$ cat config.mk
export PLATFORM = sky130hd
export DESIGN_NAME = block_peak_rms_meter_core
export DESIGN_NICKNAME = d
export VERILOG_FILES = /design/src/rtl/bprm_pkg.sv /design/src/rtl/bprm_front.sv /design/src/rtl/bprm_queue.sv /design/src/rtl/bprm_back.sv /design/src/rtl/block_peak_rms_meter_core.sv
export SDC_FILE = /design/constraint.sdc
export NUM_CORES = 1
export LEC_CHECK = 0
export ABC_AREA = 0
export BUFFER_PORTS_ARGS = -buffer_cell sky130_fd_sc_hd__buf_2
export CORE_AREA = 3 3 246 248
export DETAILED_ROUTE_END_ITERATION = 10
export DIE_AREA = 0 0 249 251
export PLACE_DENSITY = 0.76
export SYNTH_ARGS = -nofsm -noshare
export SYNTH_HDL_FRONTEND = slang
export SYNTH_HIERARCHICAL = 1
export SYNTH_SLANG_ARGS = --single-unit
$ cat constraint.sdc
create_clock -name clk_i -period 7.3 [get_ports clk_i]
set_clock_uncertainty 0.1 [all_clocks]
set_input_delay 0.73 -clock clk_i [delete_from_list [all_inputs] [get_ports clk_i]]
set_output_delay 0.73 -clock clk_i [all_outputs]
set_load 0.01 [all_outputs]
$ cat src/rtl/bprm_pkg.sv
// Shared constants for the block peak and RMS level meter.
// No dependencies; imported by every module of the meter.
package bprm_pkg;

  // Default configuration of the meter.
  localparam int unsigned MAX_BLOCK_DEF   = 4096;
  localparam int unsigned SAMPLE_BITS_DEF = 16;

  // Depth of the queue between accumulator and result unit.
  localparam int unsigned QUEUE_DEPTH_DEF = 2;

  // Round a bit count up to whole bytes.
  function automatic int unsigned byte_round(input int unsigned bits);
    byte_round = ((bits + 7) / 8) * 8;
  endfunction

endpackage

$ cat src/rtl/bprm_front.sv
// Front end of the level meter: magnitude, square and per-block accumulation.
// Depends on bprm_pkg; pushes closed block statistics into bprm_queue.
module bprm_front
  import bprm_pkg::*;
#(
  parameter int unsigned MAX_BLOCK   = MAX_BLOCK_DEF,
  parameter int unsigned SAMPLE_BITS = SAMPLE_BITS_DEF,
  parameter int unsigned COUNT_W     = $clog2(MAX_BLOCK + 1),
  parameter int unsigned SUM_W       = 2 * (SAMPLE_BITS - 1) + COUNT_W
) (
  input  logic                          clk_i,
  input  logic                          rst_ni,
  input  logic                          in_valid_i,
  output logic                          in_ready_o,
  input  logic signed [SAMPLE_BITS-1:0] sample_i,
  input  logic                          last_i,
  output logic                          push_valid_o,
  input  logic                          push_ready_i,
  output logic [SAMPLE_BITS-1:0]        push_peak_o,
  output logic [SUM_W-1:0]              push_sum_o,
  output logic [COUNT_W-1:0]            push_count_o
);

  localparam int unsigned MAG_W = SAMPLE_BITS;
  localparam int unsigned SQ_W  = 2 * SAMPLE_BITS - 1;

  logic                 adv;
  logic                 close;
  logic                 v1_q, v2_q;
  logic                 last1_q, last2_q;
  logic [MAG_W-1:0]     mag1_q, mag2_q;
  logic [SQ_W-1:0]      sq_q;
  logic [MAG_W-1:0]     mag_d;
  logic [2*MAG_W-1:0]   prod;
  logic [MAG_W-1:0]     peak_q, peak_d;
  logic [SUM_W-1:0]     sum_q, sum_d;
  logic [COUNT_W-1:0]   count_q, count_d;

  // Two's complement magnitude; the most negative code maps to 2^(N-1).
  assign mag_d = sample_i[SAMPLE_BITS-1] ? (~sample_i + MAG_W'(1)) : sample_i;
  assign prod  = mag1_q * mag1_q;

  assign count_d = count_q + COUNT_W'(1);
  assign peak_d  = (mag2_q > peak_q) ? mag2_q : peak_q;
  assign sum_d   = sum_q + SUM_W'(sq_q);
  assign close   = last2_q || (count_d == COUNT_W'(MAX_BLOCK));

  // Hold the whole pipeline while a closing sample finds the queue full.
  assign adv        = !(v2_q && close && !push_ready_i);
  assign in_ready_o = adv;

  assign push_valid_o = v2_q && close;
  assign push_peak_o  = peak_d;
  assign push_sum_o   = sum_d;
  assign push_count_o = count_d;

  always_ff @(posedge clk_i or negedge rst_ni) begin
    if (!rst_ni) begin
      v1_q    <= 1'b0;
      v2_q    <= 1'b0;
      peak_q  <= '0;
      sum_q   <= '0;
      count_q <= '0;
    end else if (adv) begin
      v1_q <= in_valid_i;
      v2_q <= v1_q;
      if (v2_q) begin
        if (close) begin
          peak_q  <= '0;
          sum_q   <= '0;
          count_q <= '0;
        end else begin
          peak_q  <= peak_d;
          sum_q   <= sum_d;
          count_q <= count_d;
        end
      end
    end
  end

  always_ff @(posedge clk_i) begin
    if (adv) begin
      mag1_q  <= mag_d;
      last1_q <= last_i;
      mag2_q  <= mag1_q;
      last2_q <= last1_q;
      sq_q    <= prod[SQ_W-1:0];
    end
  end

endmodule

$ cat src/rtl/bprm_queue.sv
// Short register queue between accumulator and result unit.
// Depends on bprm_pkg for its default depth.
module bprm_queue
  import bprm_pkg::*;
#(
  parameter int unsigned DATA_W = 8,
  parameter int unsigned DEPTH  = QUEUE_DEPTH_DEF
) (
  input  logic              clk_i,
  input  logic              rst_ni,
  input  logic              wr_valid_i,
  output logic              wr_ready_o,
  input  logic [DATA_W-1:0] wr_data_i,
  output logic              rd_valid_o,
  input  logic              rd_ready_i,
  output logic [DATA_W-1:0] rd_data_o
);

  localparam int unsigned PTR_W = (DEPTH > 1) ? $clog2(DEPTH) : 1;
  localparam int unsigned CNT_W = $clog2(DEPTH + 1);

  logic [DATA_W-1:0] mem_q [DEPTH];
  logic [PTR_W-1:0]  wr_ptr_q, rd_ptr_q;
  logic [CNT_W-1:0]  fill_q;
  logic              do_wr, do_rd;

  assign wr_ready_o = (fill_q != CNT_W'(DEPTH));
  assign rd_valid_o = (fill_q != '0);
  assign rd_data_o  = mem_q[rd_ptr_q];
  assign do_wr      = wr_valid_i && wr_ready_o;
  assign do_rd      = rd_valid_o && rd_ready_i;

  always_ff @(posedge clk_i or negedge rst_ni) begin
    if (!rst_ni) begin
      wr_ptr_q <= '0;
      rd_ptr_q <= '0;
      fill_q   <= '0;
    end else begin
      if (do_wr) begin
        wr_ptr_q <= (wr_ptr_q == PTR_W'(DEPTH - 1)) ? '0 : wr_ptr_q + PTR_W'(1);
      end
      if (do_rd) begin
        rd_ptr_q <= (rd_ptr_q == PTR_W'(DEPTH - 1)) ? '0 : rd_ptr_q + PTR_W'(1);
      end
      case ({do_wr, do_rd})
        2'b10:   fill_q <= fill_q + CNT_W'(1);
        2'b01:   fill_q <= fill_q - CNT_W'(1);
        default: fill_q <= fill_q;
      endcase
    end
  end

  always_ff @(posedge clk_i) begin
    if (do_wr) begin
      mem_q[wr_ptr_q] <= wr_data_i;
    end
  end

endmodule

$ cat src/rtl/bprm_back.sv
// Result unit of the level meter: serial divide for the mean square, serial
// square root, and the output register. Depends on bprm_pkg.
module bprm_back
  import bprm_pkg::*;
#(
  parameter int unsigned MAX_BLOCK   = MAX_BLOCK_DEF,
  parameter int unsigned SAMPLE_BITS = SAMPLE_BITS_DEF,
  parameter int unsigned COUNT_W     = $clog2(MAX_BLOCK + 1),
  parameter int unsigned SUM_W       = 2 * (SAMPLE_BITS - 1) + COUNT_W
) (
  input  logic                   clk_i,
  input  logic                   rst_ni,
  input  logic                   pop_valid_i,
  output logic                   pop_ready_o,
  input  logic [SAMPLE_BITS-1:0] pop_peak_i,
  input  logic [SUM_W-1:0]       pop_sum_i,
  input  logic [COUNT_W-1:0]     pop_count_i,
  output logic                   res_valid_o,
  input  logic                   res_ready_i,
  output logic [SAMPLE_BITS-1:0] res_peak_o,
  output logic [SAMPLE_BITS-1:0] res_rms_o,
  output logic [COUNT_W-1:0]     res_count_o
);

  localparam int unsigned MAG_W  = SAMPLE_BITS;
  localparam int unsigned ROOT_W = (SUM_W + 1) / 2;
  localparam int unsigned RAD_W  = 2 * ROOT_W;
  localparam int unsigned STEP_W = $clog2(SUM_W + 1);

  typedef enum logic [1:0] {
    ST_IDLE,
    ST_DIV,
    ST_SQRT,
    ST_DONE
  } state_e;

  state_e              state_q, state_d;
  logic [STEP_W-1:0]   step_q, step_d;
  logic [MAG_W-1:0]    peak_q, peak_d;
  logic [COUNT_W-1:0]  count_q, count_d;
  logic [SUM_W-1:0]    quo_q, quo_d;
  logic [COUNT_W:0]    rem_q, rem_d;
  logic [RAD_W-1:0]    rad_q, rad_d;
  logic [ROOT_W-1:0]   root_q, root_d;
  logic [ROOT_W+1:0]   srem_q, srem_d;
  logic                out_valid_q, out_valid_d;
  logic [MAG_W-1:0]    out_peak_q, out_peak_d;
  logic [MAG_W-1:0]    out_rms_q, out_rms_d;
  logic [COUNT_W-1:0]  out_count_q, out_count_d;

  logic [COUNT_W:0]    rem_sh, rem_diff;
  logic                div_bit;
  logic [ROOT_W+1:0]   srem_sh, trial, srem_diff;
  logic                root_bit;

  // One quotient bit per cycle (restoring division by the sample count).
  assign rem_sh   = {rem_q[COUNT_W-1:0], quo_q[SUM_W-1]};
  assign rem_diff = rem_sh - {1'b0, count_q};
  assign div_bit  = (rem_sh >= {1'b0, count_q});

  // One root bit per cycle: bring down two radicand bits, try root*4+1.
  assign srem_sh   = {srem_q[ROOT_W-1:0], rad_q[RAD_W-1:RAD_W-2]};
  assign trial     = {root_q, 2'b01};
  assign srem_diff = srem_sh - trial;
  assign root_bit  = (srem_sh >= trial);

  assign pop_ready_o = (state_q == ST_IDLE);
  assign res_valid_o = out_valid_q;
  assign res_peak_o  = out_peak_q;
  assign res_rms_o   = out_rms_q;
  assign res_count_o = out_count_q;

  always_comb begin
    state_d     = state_q;
    step_d      = step_q;
    peak_d      = peak_q;
    count_d     = count_q;
    quo_d       = quo_q;
    rem_d       = rem_q;
    rad_d       = rad_q;
    root_d      = root_q;
    srem_d      = srem_q;
    out_valid_d = out_valid_q;
    out_peak_d  = out_peak_q;
    out_rms_d   = out_rms_q;
    out_count_d = out_count_q;

    if (out_valid_q && res_ready_i) begin
      out_valid_d = 1'b0;
    end

    case (state_q)
      ST_IDLE: begin
        if (pop_valid_i) begin
          peak_d  = pop_peak_i;
          count_d = pop_count_i;
          quo_d   = pop_sum_i;
          rem_d   = '0;
          step_d  = '0;
          state_d = ST_DIV;
        end
      end
      ST_DIV: begin
        rem_d  = div_bit ? rem_diff : rem_sh;
        quo_d  = {quo_q[SUM_W-2:0], div_bit};
        step_d = step_q + STEP_W'(1);
        if (step_q == STEP_W'(SUM_W - 1)) begin
          step_d  = '0;
          state_d = ST_SQRT;
        end
      end
      ST_SQRT: begin
        if (step_q == '0) begin
          // Load the mean square and clear the root and its remainder.
          rad_d  = RAD_W'(quo_q);
          root_d = '0;
          srem_d = '0;
          step_d = STEP_W'(1);
        end else begin
          srem_d = root_bit ? srem_diff : srem_sh;
          root_d = {root_q[ROOT_W-2:0], root_bit};
          rad_d  = {rad_q[RAD_W-3:0], 2'b00};
          step_d = step_q + STEP_W'(1);
          if (step_q == STEP_W'(ROOT_W)) begin
            state_d = ST_DONE;
          end
        end
      end
      ST_DONE: begin
        if (!out_valid_q || res_ready_i) begin
          out_valid_d = 1'b1;
          out_peak_d  = peak_q;
          out_rms_d   = root_q[MAG_W-1:0];
          out_count_d = count_q;
          state_d     = ST_IDLE;
        end
      end
      default: state_d = ST_IDLE;
    endcase
  end

  always_ff @(posedge clk_i or negedge rst_ni) begin
    if (!rst_ni) begin
      state_q     <= ST_IDLE;
      step_q      <= '0;
      peak_q      <= '0;
      count_q     <= '0;
      quo_q       <= '0;
      rem_q       <= '0;
      rad_q       <= '0;
      root_q      <= '0;
      srem_q      <= '0;
      out_valid_q <= 1'b0;
      out_peak_q  <= '0;
      out_rms_q   <= '0;
      out_count_q <= '0;
    end else begin
      state_q     <= state_d;
      step_q      <= step_d;
      peak_q      <= peak_d;
      count_q     <= count_d;
      quo_q       <= quo_d;
      rem_q       <= rem_d;
      rad_q       <= rad_d;
      root_q      <= root_d;
      srem_q      <= srem_d;
      out_valid_q <= out_valid_d;
      out_peak_q  <= out_peak_d;
      out_rms_q   <= out_rms_d;
      out_count_q <= out_count_d;
    end
  end

endmodule

$ cat src/rtl/block_peak_rms_meter_core.sv
// Block peak and RMS level meter. Samples are taken one per cycle, but the
// whole front stalls while a closing sample finds the queue full. The serial
// divide and square root take one closed block at a time, a new one only when
// idle; two closed blocks can wait in the queue.
// Reset is asynchronous, active low, clears all control state; no clearing pass.
module block_peak_rms_meter_core
  import bprm_pkg::*;
#(
  parameter int unsigned MAX_BLOCK   = MAX_BLOCK_DEF,
  parameter int unsigned SAMPLE_BITS = SAMPLE_BITS_DEF
) (
  input  logic clk_i,
  input  logic rst_ni,
  // Sample stream
  input  logic                                           s_axis_tvalid,
  output logic                                           s_axis_tready,
  // [SAMPLE_BITS-1:0] sample (signed), zero pad above
  input  logic [byte_round(SAMPLE_BITS)-1:0]             s_axis_tdata,
  // last_in_block
  input  logic                                           s_axis_tlast,
  // Result stream
  output logic                                           m_axis_tvalid,
  input  logic                                           m_axis_tready,
  // peak_level, rms_level, block_samples from bit 0 up, zero pad above
  output logic [byte_round(2 * SAMPLE_BITS + $clog2(MAX_BLOCK + 1))-1:0] m_axis_tdata
);

  // Count must hold MAX_BLOCK itself; the sum holds MAX_BLOCK full-scale squares.
  localparam int unsigned COUNT_W = $clog2(MAX_BLOCK + 1);
  localparam int unsigned SUM_W   = 2 * (SAMPLE_BITS - 1) + COUNT_W;
  localparam int unsigned ENTRY_W = SAMPLE_BITS + SUM_W + COUNT_W;
  localparam int unsigned RES_W   = 2 * SAMPLE_BITS + COUNT_W;
  localparam int unsigned M_W     = byte_round(RES_W);

  logic                   push_valid, push_ready;
  logic [SAMPLE_BITS-1:0] push_peak;
  logic [SUM_W-1:0]       push_sum;
  logic [COUNT_W-1:0]     push_count;
  logic                   pop_valid, pop_ready;
  logic [ENTRY_W-1:0]     pop_entry;
  logic [SAMPLE_BITS-1:0] res_peak, res_rms;
  logic [COUNT_W-1:0]     res_count;

  // Accumulate peak, sum of squares and count; close a block on tlast or
  // when the count reaches MAX_BLOCK.
  bprm_front #(
    .MAX_BLOCK   (MAX_BLOCK),
    .SAMPLE_BITS (SAMPLE_BITS),
    .COUNT_W     (COUNT_W),
    .SUM_W       (SUM_W)
  ) u_front (
    .clk_i        (clk_i),
    .rst_ni       (rst_ni),
    .in_valid_i   (s_axis_tvalid),
    .in_ready_o   (s_axis_tready),
    .sample_i     (s_axis_tdata[SAMPLE_BITS-1:0]),
    .last_i       (s_axis_tlast),
    .push_valid_o (push_valid),
    .push_ready_i (push_ready),
    .push_peak_o  (push_peak),
    .push_sum_o   (push_sum),
    .push_count_o (push_count)
  );

  // Buffer closed blocks so the front keeps taking samples while the
  // result unit works.
  bprm_queue #(
    .DATA_W (ENTRY_W),
    .DEPTH  (QUEUE_DEPTH_DEF)
  ) u_queue (
    .clk_i      (clk_i),
    .rst_ni     (rst_ni),
    .wr_valid_i (push_valid),
    .wr_ready_o (push_ready),
    .wr_data_i  ({push_count, push_sum, push_peak}),
    .rd_valid_o (pop_valid),
    .rd_ready_i (pop_ready),
    .rd_data_o  (pop_entry)
  );

  // Mean square by serial division, RMS by serial square root, then hold
  // the result in the output register until taken.
  bprm_back #(
    .MAX_BLOCK   (MAX_BLOCK),
    .SAMPLE_BITS (SAMPLE_BITS),
    .COUNT_W     (COUNT_W),
    .SUM_W       (SUM_W)
  ) u_back (
    .clk_i       (clk_i),
    .rst_ni      (rst_ni),
    .pop_valid_i (pop_valid),
    .pop_ready_o (pop_ready),
    .pop_peak_i  (pop_entry[SAMPLE_BITS-1:0]),
    .pop_sum_i   (pop_entry[SAMPLE_BITS+SUM_W-1:SAMPLE_BITS]),
    .pop_count_i (pop_entry[ENTRY_W-1:SAMPLE_BITS+SUM_W]),
    .res_valid_o (m_axis_tvalid),
    .res_ready_i (m_axis_tready),
    .res_peak_o  (res_peak),
    .res_rms_o   (res_rms),
    .res_count_o (res_count)
  );

  // Pack the result, first field lowest.
  assign m_axis_tdata = M_W'({res_count, res_rms, res_peak});

endmodule
# After elaboration in Yosys (flattened, before gate mapping)
# Memories as Yosys holds them, arrays and structs flattened.
# Index checks and enable logic that the tools add are counted.
# totals
reg_bits	370
ram_bits	144
output_inout_bits	50
wordCells	112
memories	1
# mem_list
memory	words	word_bits	read_ports	rd_clocked_by_memory_dff	write_ports	line_no	rtl
u_queue.mem_q	2	72	1	0	1	bprm_queue.sv:22	logic [DATA_W-1:0] mem_q [DEPTH];
# classes
add_sub_neg	10
multipliers	1
order_cmp	3
eq_ne	14
mux	32
n_bitwise	2
n_reduce_logical	22
# op_table
operator	n
43-bit two-way mux	2
43-bit case mux with 2 select lines	1
22-bit two-way mux	3
44-bit two-way mux	1
43-bit by 31-bit adder with 43-bit output	1
13-bit two-way mux	3
16-bit two-way mux	2
16-bit by 16-bit multiplier with 31-bit output	1
13-bit case mux with 2 select lines	1
24-bit greater-or-equal comparator	1
22-bit subtractor	1
6-bit two-way mux	3
6-bit case mux with 3 select lines	1
16-bit by 2-bit adder with 16-bit output, second input constant	1
16-bit > comparator	1
16-bit inverter	1
15-bit two-way mux	1
14-bit by 13-bit greater-or-equal comparator with 1-bit output	1
13-bit by 1-bit adder with 13-bit output, second input constant	1
13-bit equality test, second input constant	1
13-bit subtractor	1
2-bit two-way mux	5
2-bit AND reduction	5
2-bit by 1-bit inequality test with 1-bit output, second input constant	4
21 further kinds	41

# Logic depth before layout (Yosys ltp)
# Gate-level depths: netlist of run 1.
# logic_depth
depth_word	7
mapped_depth	26
depth_no_buf	24

# Hierarchy
# Netlist of run 1, hierarchy kept.
# by_module_without_submodules
mod	n_inst	cells_each	area_per_inst_um2
bprm_front	1	1526	14949.3
bprm_back	1	1124	11423.5
bprm_queue	1	241	5740.5
block_peak_rms_meter_core	1	4	26.3

# Worst setup path after synthesis of run 1
# No wires, ideal clock.
# synth_path
path_kind	flip-flop to flip-flop
from	register u_front.mag1_q[1]
to	register u_front.sq_q[21], data pin
setup_ps	266
t_arrival_ps	6223
required_time_ps	6934
setup_slack_ps	712
stages_incl_launch_ff	26
n_path_buf	2
period_less_slack_ps	6588
cell_sequence	edfxtp_1 -> clkbuf_1 -> clkbuf_1 -> and2_1 -> fa_1 -> inv_1 -> fa_1 -> inv_1 -> fa_1 -> inv_1 -> fa_1 -> inv_1 -> fa_1 -> inv_1 -> fa_1 -> inv_1 -> ha_1 -> a21oi_1 -> o21a_1 -> a2bb2oi_1 -> o31ai_1 -> or2_2 -> a31o_2 -> a2111oi_2 -> nor3_1 -> xor2_1
# synth_via
elab_chain_cells	1
# synth_lines
element	line_no	rtl
start, declared	bprm_front.sv:31	logic [MAG_W-1:0] mag1_q, mag2_q;
start signal, assigned	bprm_front.sv:83	mag1_q <= mag_d;
16-bit by 16-bit multiplier with 31-bit output	bprm_front.sv:41	assign prod = mag1_q * mag1_q;
net u_front.prod[21]	bprm_front.sv:34	logic [2*MAG_W-1:0] prod;
end signal, assigned	bprm_front.sv:87	sq_q <= prod[SQ_W-1:0];
end, declared	bprm_front.sv:32	logic [SQ_W-1:0] sq_q;
# The timed path passes the listed nets, and every way through them passes these cells.
# A chain may end at the register's enable or synchronous reset.

# Final worst setup path of run 1
# layout_path
from	register u_front.mag1_q[5]
to	register u_front.sq_q[21], data pin
# Same word-level chain as after synthesis.

==> impl_metrics.ini, run 1 <==
[place]
dpl.hpwl_um = 47550
portBuffers = 67
dp_slack_ns = 0.3938
gp_congestion = 0.9188

[layout]
fill_cells = 4616
multi_input_area_um2 = 16430
final_layout_size_suffix_gt1_share_pct = 12.74
areaGrowthSynthToFinish_pct = 8.865
n_antenna_cell = 0
regArea_um2 = 13850
num-nets-final = 3300

[critical_path]
crit_required_ns = 7.53
r2r_slack_ns = 0.32
startpoint = u_front/mag1_q[5]$_DFFE_PN_
worst_r2r_endpoint = u_front/sq_q[21]$_DFFE_PN_
end_kind = register
cp.arrival_ns = 7.21
crit_path_start_kind = register
cp_max_fo = 18
r2r-start = u_front/mag1_q[5]$_DFFE_PN_
reg2reg_depth = 20
path_class = register to register
crit_end = u_front/sq_q[21]$_DFFE_PN_

[detailed_routing]
initialDrtViolationCount = 1245
drtPass1Iterations = 5
dr_total_vias = 21410
routed_via_density = 5.722
drcViolationCount = 0
ant_nets = 0
wl_um = 66510
wl_per_cell_um = 17.78

[global_route]
grt_first_pass_wirelength_um = 112800
track_usage_pct = 21.62
grt_max_degree = 128
gr-total-overflow = 0
antenna_found_initial = 1
grt_pass1_vias = 22610

[clock_tree]
post_cts_resized = 0
max-clock-path-buffers = 3
clock_sinks = 512
post-cts-setup-buffers = 0
clk_latency_ns = 0.59
cts_buffers = 54
root_buffer = clkbuf_16
tritoncts = yes
clk_pin_slew_ns = 0.06
postCtsHoldBufs = 0
htreeDepth = 2

[yosys]
ys_ff_latch = 512
synth_top_area_cell = dfrtp_1
yosysSeqAreaShare_pct = 43.09
ys_warn_count = 6
syn-cell-area_um2 = 32140
ys_types = 96
synth-async-reset-ratio_pct = 59.57
yosys.area.top_type_share_pct = 23.75
synthTopCellsByArea = dfrtp_1, edfxtp_1, fa_1
synth_flop_cell = dfrtp_1
avgSynthCellArea_um2 = 11.10
synth_edf_count = 207
syn_inst = 2895

[floorplan]
rows = 89
core_area_um2 = 58690
initial_utilization_pct = 54.77
die-area_um2 = 62500
pin_count = 71
die_h_um = 251
fp.dieW_um = 249

[timing]
rsz0062_at_grt = false
final_hold_viol_count = 0
maxSlewViolCount = 0
tightest_slew_ns = 1.026
slew_headroom_pct = 31.60
tns_ns = 0
setup_viol = 0
fin_ws_ns = 0.3169
fmax_ghz = 0.1432
fin_crit_sh_pct = 95.66
hold_slack_ns = 0.08153
fin_crit_ns = 6.983

[job]
drv_cap = 0

[hold_path]
hp-class = input pin to async pin

[run_status]
status = completed
## layout by cell type, fill, tap and decap left out, types with 11 or more instances in the layout
| cell | n |
|---|---|
| inv_1 | 336 |
| dfrtp_1 | 304 |
| nand2_1 | 246 |
| edfxtp_1 | 207 |
| ha_1 | 190 |
| o21ai_0 | 187 |
| fa_1 | 164 |
| nor2_1 | 118 |
| a21oi_1 | 111 |
| mux2i_1 | 100 |
| xnor2_1 | 82 |
| mux2_4 | 69 |
| mux2_2 | 67 |
| buf_2 | 66 |
| nand3_1 | 64 |
| clkbuf_16 | 57 |
| and2_1 | 56 |
| a22o_1 | 52 |
| xor2_1 | 48 |
| a21o_1 | 33 |
| buf_4 | 27 |
| a31oi_1 | 25 |
| nand2b_1 | 24 |
| nand4_1 | 19 |
| nor3_1 | 18 |
| nor2b_1 | 17 |
| a211oi_1 | 16 |
| o31ai_1 | 16 |
| and3_1 | 15 |
| o21a_1 | 12 |
| o2bb2ai_1 | 11 |
| o21ai_1 | 11 |
## critical path: stages, from the launching register on
cell       delay, ns
edfxtp_1        0.80
nand2_1         0.17
fa_1            0.56
fa_1            0.57
inv_1           0.06
fa_1            0.53
fa_1            0.45
fa_1            0.55
inv_1           0.06
fa_1            0.52
inv_1           0.04
ha_1            0.35
a21oi_1         0.14
o21a_1          0.20
a2bb2oi_1       0.20
o31ai_1         0.18
or2_2           0.33
a31o_2          0.27
a2111oi_2       0.35
nor3_1          0.11
xor2_1          0.16
## routing by layer
metal  vias to the layer above  global-route usage (%)  wire (um)
met4                         0                   7.587       1977
li1                      10050                       -          -
met2                       488                   38.56      34010
met1                     10750                   27.51      28060
met5                         -                       0          0
met3                       117                   2.359       2460
## kinds of logic (layout without fill, tap and decap cells)
| group | count (synthesis) | in the layout | synth area share [%] |
|---|---|---|---|
| AO/OA/AOI/OAI | 568 | 568 | 11.60 |
| XOR/XNOR | 130 | 130 | 3.543 |
| adder cells (fa/ha/maj) | 356 | 356 | 17.69 |
| buffers and inverters | 461 | 532 | 6.022 |
| flip-flops | 512 | 512 | 43.09 |
| multiplexers | 237 | 237 | 8.720 |
| other | 1 | 3 | 0.01167 |
| AND/OR/NAND/NOR | 630 | 630 | 9.328 |
## flip-flops by register name, indices dropped and copies added (netlist names), 16 cells and up
signal and count:
u_back/res_rms_o 16, u_back/res_peak_o 16, u_front/sq_q 29, u_front/sum_q 43, u_front/mag1_q 16, u_queue/mem_q 144, u_front/mag2_q 16, u_back/root_q 22
u_front/peak_q 16, u_back/rad_q 44, u_back/srem_q 22, u_back/peak_q 16, u_back/quo_q 43
## cell usage after synthesis (all sizes together) (3+ instances only)
| master | n |
|---|---|
| edfxtp | 207 |
| buf | 42 |
| a21o | 35 |
| o211ai | 4 |
| a32oi | 6 |
| o21ai | 202 |
| o22ai | 4 |
| or3 | 9 |
| dfrtp | 305 |
| xor2 | 48 |
| a31o | 8 |
| and2 | 58 |
| clkbuf | 82 |
| nor3 | 19 |
| or4 | 3 |
| a221oi | 4 |
| a41o | 4 |
| o2bb2ai | 11 |
| a32o | 3 |
| a31oi | 27 |
| o21a | 13 |
| nor2 | 123 |
| or2 | 11 |
| a211oi | 17 |
| and3 | 18 |
| nand2 | 248 |
| a311oi | 5 |
| fa | 164 |
| inv | 337 |
| mux2i | 100 |
| mux2 | 137 |
| a22o | 52 |
| xnor2 | 82 |
| o21bai | 10 |
| nand4 | 20 |
| a2111oi | 3 |
| nand3 | 66 |
| a21oi | 117 |
| nand2b | 24 |
| o31ai | 17 |
| and4 | 5 |
| nor2b | 17 |
| o311ai | 6 |
| a41oi | 4 |
| ha | 192 |
## per-stage QoR
stage / area (um2) / utilization (%) / std cells
2_1_floorplan: 32150 / - / 2897
4_1_cts: 34990 / 59.62 / 3741
6_report: 34990 / 59.62 / 3741
3_3_place_gp: 33060 / 56.33 / 3640
3_5_place_dp: 33060 / 56.33 / 3640
5_1_grt: 34990 / 59.62 / 3741
## layout make-up
type	count	area share, %
repair buffers	94	1.566
multi-input cells	1924	46.95
well taps	773	2.764
flip-flops and latches	512	39.59
inverters	337	3.615
clock inverters	30	1.148
clock buffers	71	4.370
## worst min-delay path by stage
stage                                    from  slack, ns  cells past startpoint                                 end
global placement    u_front/last1_q$_DFFE_PN_       0.32                      0           u_front/last2_q$_DFFE_PN_
CTS                                    rst_ni       0.15                      1   u_back/res_count_o[8]$_DFFE_PN0P_
floorplan           u_front/last1_q$_DFFE_PN_       0.30                      0           u_front/last2_q$_DFFE_PN_
finish                                 rst_ni       0.08                      1   u_back/res_count_o[8]$_DFFE_PN0P_
detailed placement  u_front/last1_q$_DFFE_PN_       0.31                      0           u_front/last2_q$_DFFE_PN_
global route                           rst_ni       0.15                      1  u_back/res_count_o[10]$_DFFE_PN0P_
Power of run 1 is not shown: default switching activity piles up to over one toggle a cycle in this logic, so the estimate is an artifact.
==> inputs of run 2 (changes only) <==
--- a/config.mk
+++ b/config.mk
@@ -6,11 +6,13 @@
 export NUM_CORES = 1
 export LEC_CHECK = 0
 export ABC_AREA = 0
-export BUFFER_PORTS_ARGS = -buffer_cell sky130_fd_sc_hd__buf_2
 export CORE_AREA = 3 3 246 248
 export DETAILED_ROUTE_END_ITERATION = 10
 export DIE_AREA = 0 0 249 251
-export PLACE_DENSITY = 0.76
+export DONT_BUFFER_PORTS = 1
+export PLACE_DENSITY = 0.75
+export RECOVER_POWER = 25
+export SKIP_CTS_REPAIR_TIMING = 1
 export SYNTH_ARGS = -nofsm -noshare
 export SYNTH_HDL_FRONTEND = slang
 export SYNTH_HIERARCHICAL = 1
==> run 2 against run 1 <==
Against the previous run:
- the flow now finishes with violations (negative hold slack)
- count of clock-buffer cells in the layout shrank 6
- sequential share of layout area grew 0.48 points
- first-iteration DRC count shrank 0.32%
- core utilization shrank 0.71 points
- routed wire length grew 2.8%
- design area shrank 1.2%
- cell count shrank 1.8%
- hold slack lost 0.35 ns
- global-route usage grew 0.41 points
- critical path depth is the same
- critical endpoint is now u_front/sq_q[27]$_DFFE_PN_
==> impl_metrics.ini, run 2 (synthesized netlist as in run 1, its figures left out) <==
[timing]
tightest_slew_ns = 1.004
fin_crit_sh_pct = 93.77
fmax_ghz = 0.1461
final_hold_viol_count = 305
fin_crit_ns = 6.845
setup_viol = 0
hold_slack_ns = -0.2696
slew_headroom_pct = 32.93
tns_ns = 0
maxSlewViolCount = 0
rsz0062_at_grt = false

[critical_path]
startpoint = u_front/mag1_q[13]$_DFFE_PN_
path_class = register to register
crit_required_ns = 7.53
reg2reg_depth = 20
end_kind = register
r2r-start = u_front/mag1_q[13]$_DFFE_PN_
crit_path_start_kind = register
cp_max_fo = 17
cp.arrival_ns = 7.07

[layout]
largest_register = u_queue/mem_q
largest_reg_flops = 144
final_cell_mix = inv_1, dfrtp_1, nand2_1, edfxtp_1, ha_1
n_antenna_cell = 0
final_layout_size_suffix_gt1_share_pct = 10.72
reg_top3 = u_queue/mem_q x144, u_back/rad_q x44
stdcell_count = 3673
final_common_cell = inv_1
num-nets-final = 3233
areaGrowthSynthToFinish_pct = 7.568
fill_cells = 4700

[clock_tree]
clk_pin_slew_ns = 0.06
clock_sinks = 512
clk_latency_ns = 0.61
cts_buffers = 53
max-clock-path-buffers = 3
htreeDepth = 2
tritoncts = yes
root_buffer = clkbuf_16

[place]
portBuffers = 0
dp.cells = 3574
gp_congestion = 0.8836
dpl.hpwl_um = 48850

[global_route]
antenna_found_initial = 0
grt_pass1_vias = 22250
track_usage_pct = 22.03
grt_max_degree = 306
gr-total-overflow = 0
grt_first_pass_wirelength_um = 113800

[floorplan]
pin_count = 71
die-area_um2 = 62500
initial_utilization_pct = 54.77
core_area_um2 = 58690
rows = 89
die_h_um = 251
fp.dieW_um = 249

[run_status]
status = finished with violations
violations = negative hold slack

[detailed_routing]
initialDrtViolationCount = 1241
ant_nets = 0
wl_um = 68370
wl_per_cell_um = 18.61
drcViolationCount = 0
drtPass1Iterations = 7
dr_total_vias = 21060
routed_via_density = 5.735

[job]
drv_cap = 0

[hold_path]
hp-class = input pin to async pin
run 2: changes by cell type in the layout (fill, tap and decap cells not counted), sizes merged:
cell      change
buf          -66
clkbuf        -6
clkinv        +5
bufinv        -2
clkinvlp      +2
inv           -1
run 2: final cells by class:
type | count | area (um2) | area share, %
clock buffer | 65 | 1443 | 4.173
clock inverter | 34 | 409.1 | 1.183
inverter | 337 | 1265 | 3.659
multi-input combinational | 1924 | 16430 | 47.51
sequential | 512 | 13850 | 40.07
tap | 773 | 967.2 | 2.798
timing repair buffer | 28 | 210.2 | 0.6080
run 2: path summary, 6_finish.rpt:
path                                                 end  slack (ns)
max in group asynchronous  u_front/sum_q[16]$_DFFE_PN0P_        6.86
max reg2reg                   u_front/sq_q[27]$_DFFE_PN_        0.45
min in group clk_i             u_front/last1_q$_DFFE_PN_        0.11
min reg2reg                    u_front/last2_q$_DFFE_PN_        0.33
min                        u_back/count_q[6]$_DFFE_PN0P_       -0.27
max                           u_front/sq_q[27]$_DFFE_PN_        0.45
run 2: critical path, stage by stage (launching register included):
cell      delay (ns)
edfxtp_1        0.77
nand2_1         0.20
inv_1           0.11
fa_1            0.44
fa_1            0.53
fa_1            0.52
fa_1            0.52
fa_1            0.55
inv_1           0.05
fa_1            0.54
inv_1           0.05
ha_1            0.38
and4_1          0.27
nand3_1         0.11
o21bai_1        0.09
or3_1           0.35
a41o_1          0.22
a31oi_1         0.33
o21bai_1        0.10
a21o_1          0.19
xor2_1          0.13
run 2: through the flow:
step	hold WS, ns	instance area, um2	utilization, %	worst slack (ns)
CTS	-0.3065	34570	58.91	0.4358
finish	-0.2696	34570	58.91	0.4547
detailed placement	0.3054	32720	55.76	0.4700
floorplan	0.3003	32150	-	0.7116
global route	-0.2981	34570	58.91	0.1071
global placement	0.3060	32720	55.76	0.6515
run 2: routing by layer:
metal | vias up | GRT usage (%) | wire length [um]
met2 | 475 | 38.68 | 33870
li1 | 9913 | - | -
met4 | 0 | 7.787 | 2166
met3 | 131 | 3.083 | 3046
met1 | 10550 | 28.08 | 29280
met5 | - | 0 | 0
Power of run 2 is left out for the same reason.
==> inputs of run 3 (changes only) <==
--- a/config.mk
+++ b/config.mk
@@ -7,6 +7,7 @@
 export LEC_CHECK = 0
 export ABC_AREA = 0
 export CORE_AREA = 3 3 246 248
+export CTS_CLUSTER_SIZE = 20
 export DETAILED_ROUTE_END_ITERATION = 10
 export DIE_AREA = 0 0 249 251
 export DONT_BUFFER_PORTS = 1
==> constraint.sdc (replaced) <==
create_clock -name clk_i -period 7.3 [get_ports clk_i]
set_clock_uncertainty 0.1 [all_clocks]
set_input_delay 1.095 -clock clk_i [delete_from_list [all_inputs] [get_ports clk_i]]
set_output_delay 1.095 -clock clk_i [all_outputs]
set_load 0.01 [all_outputs]
==> run 3 against run 2 <==
Against the previous run:
- the run now ends clean
- sequential cell count unchanged
- die area unchanged
- register-to-register slack got worse by 0.13 ns
- worst setup slack got worse by 0.13 ns
- first-iteration DRC count increased by 11%
- cell count about the same
- global-route usage decreased by 0.29 points
- maximum frequency decreased by 1.9%
- core utilization decreased by 0.16 points
- highest routed layer unchanged
==> impl_metrics.ini, run 3 (synthesized netlist as in run 1, its figures left out) <==
[run_status]
status = completed

[critical_path]
reg2reg_depth = 20
crit_top_cell = fa_1
slowest_delay_ns = 0.88
r2r-start = u_front/mag1_q[11]$_DFFE_PN_
r2r_slack_ns = 0.33
cpMaxStageDelayCell = edfxtp_1
cp_max_fo = 17
worst_r2r_endpoint = u_front/sq_q[21]$_DFFE_PN_
path_cells = nand2_1 > fa_1 > fa_1 > inv_1 > fa_1 > fa_1 > fa_1 > inv_1 > fa_1 > inv_1 > ha_1 > nand2_1 > o21a_1 > a2bb2oi_1 > o31ai_1 > or2_2 > a31o_2 > a2111oi_2 > nor3_1 > xor2_1
crit_path_start_kind = register
crit_required_ns = 7.53
path_class = register to register
cp.arrival_ns = 7.21
path_buf_inv = 3
end_kind = register
cp_top_family = adder cells

[floorplan]
core_area_um2 = 58690
initial_utilization_pct = 54.77
die_h_um = 251
rows = 89
fp.dieW_um = 249
pin_count = 71
die-area_um2 = 62500

[clock_tree]
clk_pin_slew_ns = 0.06
root_buffer = clkbuf_16
cts_buffers = 53
htreeDepth = 2
clk_latency_ns = 0.62
clock_sinks = 512
tritoncts = yes
max-clock-path-buffers = 3

[detailed_routing]
wl_um = 67600
drcViolationCount = 0
dr_total_vias = 20980
wl_per_cell_um = 18.39
initialDrtViolationCount = 1382
routed_via_density = 5.709
ant_nets = 0
drtPass1Iterations = 5

[timing]
setup_viol = 0
maxSlewViolCount = 0
fin_crit_sh_pct = 95.55
tightest_slew_ns = 0.9915
slew_headroom_pct = 33.69
rsz0062_at_grt = false
fmax_ghz = 0.1434
fin_crit_ns = 6.975
tns_ns = 0
final_hold_viol_count = 0

[hold_path]
hp-class = input pin to async pin

[place]
gp_congestion = 0.8747
dpl.hpwl_um = 48300
portBuffers = 0

[layout]
fill_cells = 4638
num-nets-final = 3234
multi_input_area_um2 = 16430
final_layout_size_suffix_gt1_share_pct = 10.79
regArea_um2 = 13850
largest_reg_flops = 144
largest_register = u_queue/mem_q
final_common_cell = inv_1
final_cell_mix = inv_1, dfrtp_1, nand2_1, edfxtp_1, ha_1
n_antenna_cell = 0
areaGrowthSynthToFinish_pct = 7.280
reg_top3 = u_queue/mem_q x144, u_back/rad_q x44

[global_route]
grt_pass1_vias = 21940
track_usage_pct = 21.73
gr-total-overflow = 0
grt_first_pass_wirelength_um = 112300
grt_max_degree = 306
antenna_found_initial = 0

[job]
drv_cap = 0
run 3: cell count changes in the layout (fill, tap and decap cells not counted), moves of 2 or more:
| cell | previous run | this run |
|---|---|---|
| bufinv_16 | 7 | 2 |
| clkbuf_1 | 6 | 8 |
| clkbuf_8 | 5 | 7 |
| clkinv_1 | 7 | 5 |
| clkinv_2 | 6 | 11 |
run 3: cell type report:
class / count / share of cell area (%)
clock buffers: 69 / 4.286
multi-input cells: 1924 / 47.64
flip-flops and latches: 512 / 40.17
well taps: 773 / 2.805
clock inverters: 31 / 0.7947
inverters: 337 / 3.669
repair buffers: 29 / 0.6314
run 3: through the flow:
stage / worst slack (ns) / cell area, um2 / hold slack (ns) / util, % / cells
6_report: 0.3251 / 34480 / 0.08706 / 58.75 / 3675
5_1_grt: 0.03865 / 34480 / 0.02462 / 58.75 / 3675
2_1_floorplan: 0.7116 / 32150 / 0.3003 / - / 2897
3_3_place_gp: 0.5262 / 32730 / 0.3061 / 55.77 / 3575
3_5_place_dp: 0.3600 / 32730 / 0.3334 / 55.77 / 3575
4_1_cts: 0.3207 / 34480 / 0.03023 / 58.75 / 3675
run 3: worst max-delay path by stage:
| stage | from | endpoint | slack [ns] | cells past startpoint |
|---|---|---|---|---|
| 2_1_floorplan | u_front/mag1_q[1]$_DFFE_PN_ | u_front/sq_q[21]$_DFFE_PN_ | 0.71 | 25 |
| 3_3_place_gp | u_front/mag1_q[11]$_DFFE_PN_ | u_front/sq_q[21]$_DFFE_PN_ | 0.53 | 20 |
| 3_5_place_dp | u_front/mag1_q[11]$_DFFE_PN_ | u_front/sq_q[21]$_DFFE_PN_ | 0.36 | 20 |
| 4_1_cts | u_front/mag1_q[11]$_DFFE_PN_ | u_front/sq_q[21]$_DFFE_PN_ | 0.32 | 20 |
| 5_1_grt | u_front/mag1_q[11]$_DFFE_PN_ | u_front/sq_q[21]$_DFFE_PN_ | 0.04 | 20 |
| 6_report | u_front/mag1_q[11]$_DFFE_PN_ | u_front/sq_q[21]$_DFFE_PN_ | 0.33 | 20 |
run 3: per-layer routing:
layer | wire length [um] | GRT usage [%] | up-vias
met5 | 0 | 0 | -
met4 | 1436 | 5.653 | 0
met3 | 2810 | 3.176 | 93
met2 | 34400 | 39.10 | 457
met1 | 28950 | 27.64 | 10540
li1 | - | - | 9890
Power of run 3 is left out for the same reason.
